### config.mk
export PLATFORM = sky130hd
export DESIGN_NAME = e2q_cordic_cell
export DESIGN_NICKNAME = d
export VERILOG_FILES = /design/src/rtl/e2q_pkg.sv /design/src/rtl/e2q_cordic_cell.sv
export SDC_FILE = /design/constraint.sdc
export NUM_CORES = 1
export LEC_CHECK = 0
export BUFFER_PORTS_ARGS = -buffer_cell sky130_fd_sc_hd__buf_2
export CAP_MARGIN = 20
export CORE_MARGIN = 3
export CORE_UTILIZATION = 25
export DETAILED_ROUTE_END_ITERATION = 12
export PLACE_DENSITY_LB_ADDON = 0.2
export SYNTH_ARGS = -nofsm -noshare
export SYNTH_HDL_FRONTEND = slang
export SYNTH_SLANG_ARGS = --single-unit
export TNS_END_PERCENT = 5
### constraint.sdc
create_clock -name clk_i -period 1.04 [get_ports clk_i]
set_input_delay 0 -clock clk_i [delete_from_list [all_inputs] [get_ports clk_i]]
set_output_delay 0 -clock clk_i [all_outputs]
set_load 0.005 [all_outputs]
### src/rtl/e2q_pkg.sv
// Package for the Euler-angle to quaternion converter.
// Holds CORDIC constants and the arctangent table; no dependencies.
package e2q_pkg;

  localparam int unsigned CordicStages = 30;
  localparam int unsigned StageIdxBits = 5;
  localparam logic signed [33:0] CordicGain = 34'sd652032874;

  // Datapath widths for the CORDIC cells (Q30 plus headroom).
  localparam int unsigned XyBits = 34;
  localparam int unsigned ZBits  = 34;

  typedef logic signed [XyBits-1:0] xy_t;
  typedef logic signed [ZBits-1:0]  z_t;

  // Sine and cosine of the three half angles.
  typedef struct packed {
    xy_t cp;
    xy_t sp;
    xy_t cy;
    xy_t sy;
    xy_t cr;
    xy_t sr;
  } trig_t;

  function automatic z_t atan_val(input logic [StageIdxBits-1:0] idx);
    z_t v;
    case (idx)
      5'd0:  v = 34'sd1073741824;
      5'd1:  v = 34'sd633866812;
      5'd2:  v = 34'sd334917814;
      5'd3:  v = 34'sd170009512;
      5'd4:  v = 34'sd85334662;
      5'd5:  v = 34'sd42708930;
      5'd6:  v = 34'sd21359676;
      5'd7:  v = 34'sd10680490;
      5'd8:  v = 34'sd5340326;
      5'd9:  v = 34'sd2670174;
      5'd10: v = 34'sd1335088;
      5'd11: v = 34'sd667544;
      5'd12: v = 34'sd333772;
      5'd13: v = 34'sd166886;
      5'd14: v = 34'sd83444;
      5'd15: v = 34'sd41722;
      5'd16: v = 34'sd20860;
      5'd17: v = 34'sd10430;
      5'd18: v = 34'sd5216;
      5'd19: v = 34'sd2608;
      5'd20: v = 34'sd1304;
      5'd21: v = 34'sd652;
      5'd22: v = 34'sd326;
      5'd23: v = 34'sd162;
      5'd24: v = 34'sd82;
      5'd25: v = 34'sd40;
      5'd26: v = 34'sd20;
      5'd27: v = 34'sd10;
      5'd28: v = 34'sd6;
      5'd29: v = 34'sd2;
      default: v = '0;
    endcase
    return v;
  endfunction

endpackage

### src/rtl/e2q_cordic_cell.sv
// One CORDIC rotation cell for three angles in parallel, registered output.
// Uses e2q_pkg for widths and the arctangent table.
module e2q_cordic_cell #(
  parameter int unsigned Stage = 0
) (
  input  logic                    clk_i,
  input  logic                    rst_ni,
  input  logic                    vld_i,
  input  e2q_pkg::xy_t [2:0]      x_i,
  input  e2q_pkg::xy_t [2:0]      y_i,
  input  e2q_pkg::z_t  [2:0]      z_i,
  output logic                    vld_o,
  output e2q_pkg::xy_t [2:0]      x_o,
  output e2q_pkg::xy_t [2:0]      y_o,
  output e2q_pkg::z_t  [2:0]      z_o
);

  localparam e2q_pkg::z_t Atan =
    e2q_pkg::atan_val(Stage[e2q_pkg::StageIdxBits-1:0]);

  logic             vld_q;
  e2q_pkg::xy_t [2:0] x_d, x_q, y_d, y_q;
  e2q_pkg::z_t  [2:0] z_d, z_q;

  always_comb begin
    for (int k = 0; k < 3; k++) begin
      if (!z_i[k][e2q_pkg::ZBits-1]) begin
        x_d[k] = x_i[k] - (y_i[k] >>> Stage);
        y_d[k] = y_i[k] + (x_i[k] >>> Stage);
        z_d[k] = z_i[k] - Atan;
      end else begin
        x_d[k] = x_i[k] + (y_i[k] >>> Stage);
        y_d[k] = y_i[k] - (x_i[k] >>> Stage);
        z_d[k] = z_i[k] + Atan;
      end
    end
  end

  always_ff @(posedge clk_i or negedge rst_ni) begin
    if (!rst_ni) begin
      vld_q <= 1'b0;
    end else begin
      vld_q <= vld_i;
    end
  end

  always_ff @(posedge clk_i) begin
    x_q <= x_d;
    y_q <= y_d;
    z_q <= z_d;
  end

  assign vld_o = vld_q;
  assign x_o   = x_q;
  assign y_o   = y_q;
  assign z_o   = z_q;

endmodule

* Yosys cells after proc, flatten, opt, wreduce, memory -nomap -nowiden
Cells that the tools add are included.
** Storage, ports and cells
- Output and inout bits :: 307
- Memories kept :: 0
- Register bits :: 307
- Memory bits (writable) :: 0
- ROM bits :: 0
- Bits in latches :: 0
** Operators by class
- Multipliers :: 0
- Equal/unequal tests :: 0
- Bitwise operators :: 0
- Add/subtract/negate cells :: 15
- Shifts and indexed selects :: 0
- Reduce and logical (&&, ||, !) cells :: 0
- Magnitude comparators :: 0
- Div/mod/pow operators :: 0
- Mux-type cells :: 9
** Operators by type and width (count)
- two-way mux 34 bit :: 9
- subtractor 34 bit :: 6
- adder 34 x 32 -> 34 bit (second input constant) :: 3
- adder 34 bit :: 3
- subtractor 34 x 32 -> 34 bit (second input constant) :: 3

* Logic depth before layout (Yosys ltp)
- Depth in word-level cells :: 2
- Depth in mapped cells :: 13
- Depth with buffers taken out :: 13

* Worst setup path before layout
Ideal clock, no wire load.
- Path type :: input-to-reg
- Start point :: input port x_i[0] in the netlist's numbering
- End point :: register x_q, in the netlist x_o[32]
- Data arrival time :: 2.536 ns
- Setup slack :: -1.567 ns
- Stages on the path :: 12
- Library setup time :: 0.072 ns
- Path through :: ha_1 -> fa_1 -> nor2b_1 -> o211ai_1 -> a211oi_4 -> o31ai_2 -> a211o_1 -> a211oi_2 -> a21o_1 -> a221o_1 -> o32ai_1 -> xor2_1
** RTL lines
- start: declaration :: RTL line e2q_cordic_cell.sv:9 : input e2q_pkg::xy_t [2:0] x_i,
- end signal: assignment :: RTL line e2q_cordic_cell.sv:48 : x_q <= x_d;
- end: declaration :: RTL line e2q_cordic_cell.sv:22 : e2q_pkg::xy_t [2:0] x_d, x_q, y_d, y_q;

==> run_results.csv <==
group,metric,value,unit
power_and_ir_drop,peakVddDrop,1.24,mV
finish,num-fill-cells,8978,
cts,cts_tree,"yes",
global_route,grt_overflow,0,
cts,ctsHtreeMaxLevel,2,
cts,root_buffer,"clkbuf_16",
sta,final_max_slew_viol_count,0,
sta,setup_viol,248,
floorplanning,die_h,311,µm
cts,cts_sinks,304,
route,vias_per_cell,4.63,
synthesis,synth_top_area_cell,"dfxtp_1",
floorplanning,dieArea,97000,µm²
cts,path_clk_slew,0.06,ns
synthesis,ys.warnings.count,0,
power_and_ir_drop,p_leak,21.2,nW
route,route.vias.total,28500,
placed_design,gp_congestion,0.921,
sta,fin_ws,-1.35,ns
synthesis,synth_commonest_cells,"370 x a21oi_1, 306 x ha_1, 303 x dfxtp_1, 303 x inv_1, 225 x nor2_1",
critical_path,crit_path_end_kind,"flop",
route,antenna_left,0,
finish,final-seq-area,6210,µm²
cts,numCtsBuffers,42,
sta,hold_viol,0,
placed_design,place_ws,-2.13,ns
global_route,grt_pass1_vias,29200,
synthesis,netlist_area,23300,µm²
route,first_pass_iters,5,
global_route,grt_max_degree,42,
status,violations,"setup timing",
status,status,"finished, violations left",
critical_path,critPathKind,"in2reg",
finish,multiInputGateArea,18500,µm²
critical_path,cp.required,1.54,ns
synthesis,async_flop_share,0.329,%
sta,worst_pin_slew,0.631,ns
synthesis,yosys.area.top_type_share,26.0,%
floorplanning,fp.dieW,311,µm
sta,finalCriticalPeriod,2.39,ns
synthesis,synthTopCellsByArea,"dfxtp_1 26%, ha_1 16%, a21oi_1 7.9%",
synthesis,synth-seq-cells,304,
route,drc,0,
floorplanning,start_util,25.3,%
finish,fin_area,44100,µm²
placed_design,numPortBuffers,615,
synthesis,yosysMostFrequentCell,"a21oi_1",
route,drt_wl_total,113000,µm
global_route,antenna_found_initial,27,
synthesis,postSynthCellCount,2931,
global_route,grtUsageTotal,22.1,%
critical_path,arrival,2.89,ns
sta,period_share,230,%
min_path,min_path_type,"in2reg",
synthesis,synth_edf_count,0,
route,drt-initial-drc-count,1560,
critical_path,crit_fanout,3,
synthesis,syn-num-nets,3558,
finish,drive_above_1_share,48.5,%
sta,rsz0062_at_grt,"true",
synthesis,yosysSeqAreaShare,26.1,%
sta,clock.fmax,418,MHz
placed_design,dpl_cell_area,35600,µm²
run,cap_violations,0,
finish,nets,5493,
floorplanning,boundaryPins,616,
synthesis,synth_flop_cell,"dfxtp_1",
floorplanning,core_area,92100,µm²
cts,clockBufferDepth,3,
synthesis,avgSynthCellArea,7.95,µm²
power_and_ir_drop,powerDensity,1230,nW/µm²
critical_path,crit_path_start_kind,"input port",
floorplanning,rows,111,
sta,max_slew_margin,57.4,%
finish,area_delta_synth_final,89.3,%
synthesis,synthDistinctLibCells,97,
global_route,grt_pass1_wl,169000,µm
route,routedWlPerCell,18.3,µm
placed_design,dp_hpwl,89100,µm
## what timing repair did
item	CTS	global route
endpoints found under the setup margin	481	501
gates resized for setup	567	322
hold buffers	285	1
pin swaps	210	112
endpoints found under the hold margin	221	2
buffers inserted	51	23
## cell type report
class | count | share of cell area, %
Timing Repair Buffer | 2027 | 34.4
Antenna cell | 13 | 0.0737
Inverter | 317 | 2.76
Multi-Input combinational cell | 2174 | 41.9
Tap cell | 1243 | 3.52
Sequential cell | 304 | 14.1
Clock inverter | 19 | 0.553
Clock buffer | 56 | 2.66
## sequential cells by signal (all words and copies together) (netlist names)
name / flops
z_o: 102
vld_o: 1
y_o: 101
x_o: 100
## metal layers
metal,up-vias,GRT usage [%],wire length (µm)
li1,14000,-,-
met1,13500,28.0,48600
met2,814,37.6,53600
met3,176,4.23,6820
met4,8,7.03,3650
met5,-,0,46
## placed cells by master, fill, tap and decap left out, types with 83 or more instances in the layout
master | synthesis | final
dlygate4sd3_1 | 0 | 284
nand2_1 | 130 | 121
a21oi_2 | 1 | 83
buf_6 | 1 | 107
xnor2_1 | 161 | 147
ha_1 | 306 | 241
a21oi_1 | 370 | 264
buf_4 | 6 | 1083
nor2_1 | 225 | 210
o21ai_0 | 192 | 110
dfxtp_1 | 303 | 226
inv_1 | 303 | 265
buf_2 | 23 | 532
## logic make-up after synthesis
family / Yosys count / synth area share (%)
buffers and inverters: 453 / 7.55
muxes: 50 / 2.16
xor gates and xnor gates: 195 / 7.33
AOI/OAI and AO/OA: 978 / 26.3
adders and majority gates: 318 / 17.5
DFF: 304 / 26.1
and+or+nand+nor: 633 / 13.0
## power by group
group | total, mW | switching, mW | leakage, nW | internal (mW)
sequential | 14.8 | 0.850 | 2.57 | 13.9
clock | 15.1 | 6.27 | 0.671 | 8.79
combinational | 24.3 | 11.6 | 18.0 | 12.6
## final timing paths
| path | depth (start not counted) | end | from |
|---|---|---|---|
| setup / recovery | 14 | y_o[90]$_DFF_P_ | x_i[68] |
| min in group asynchronous | 3 | vld_o$_DFF_PN0_ | rst_ni |
| hold / removal | 4 | x_o[70]$_DFF_P_ | y_i[69] |
| max in group asynchronous | 3 | vld_o$_DFF_PN0_ | rst_ni |
## stage by stage
| step | util (%) | TNS (ns) | power, mW | hold slack [ns] | cells |
|---|---|---|---|---|---|
| after floorplan | - | -173.30 | 23.1 | -0.296 | 2931 |
| after global placement | 38.7 | -286.73 | 34.6 | -0.225 | 5718 |
| after detailed placement | 38.7 | -287.44 | 34.5 | -0.224 | 5718 |
| after CTS | 46.3 | -132.22 | 53.2 | -0.0302 | 6122 |
| after global routing | 47.9 | -154.17 | 57.1 | -0.00207 | 6150 |
| final | 47.9 | -130.40 | 54.1 | 0.0272 | 6153 |
## critical path, stage by stage
cell,delay [ns]
buf_8,0.10
buf_6,0.11
ha_4,0.15
fa_2,0.36
a21oi_4,0.21
o31ai_4,0.08
a311oi_2,0.28
buf_4,0.18
nor2_4,0.03
o311a_1,0.31
o41a_1,0.42
a311oi_2,0.34
mux2i_1,0.16
xnor2_1,0.15
Note: power is estimated with default switching activity, not from simulation.
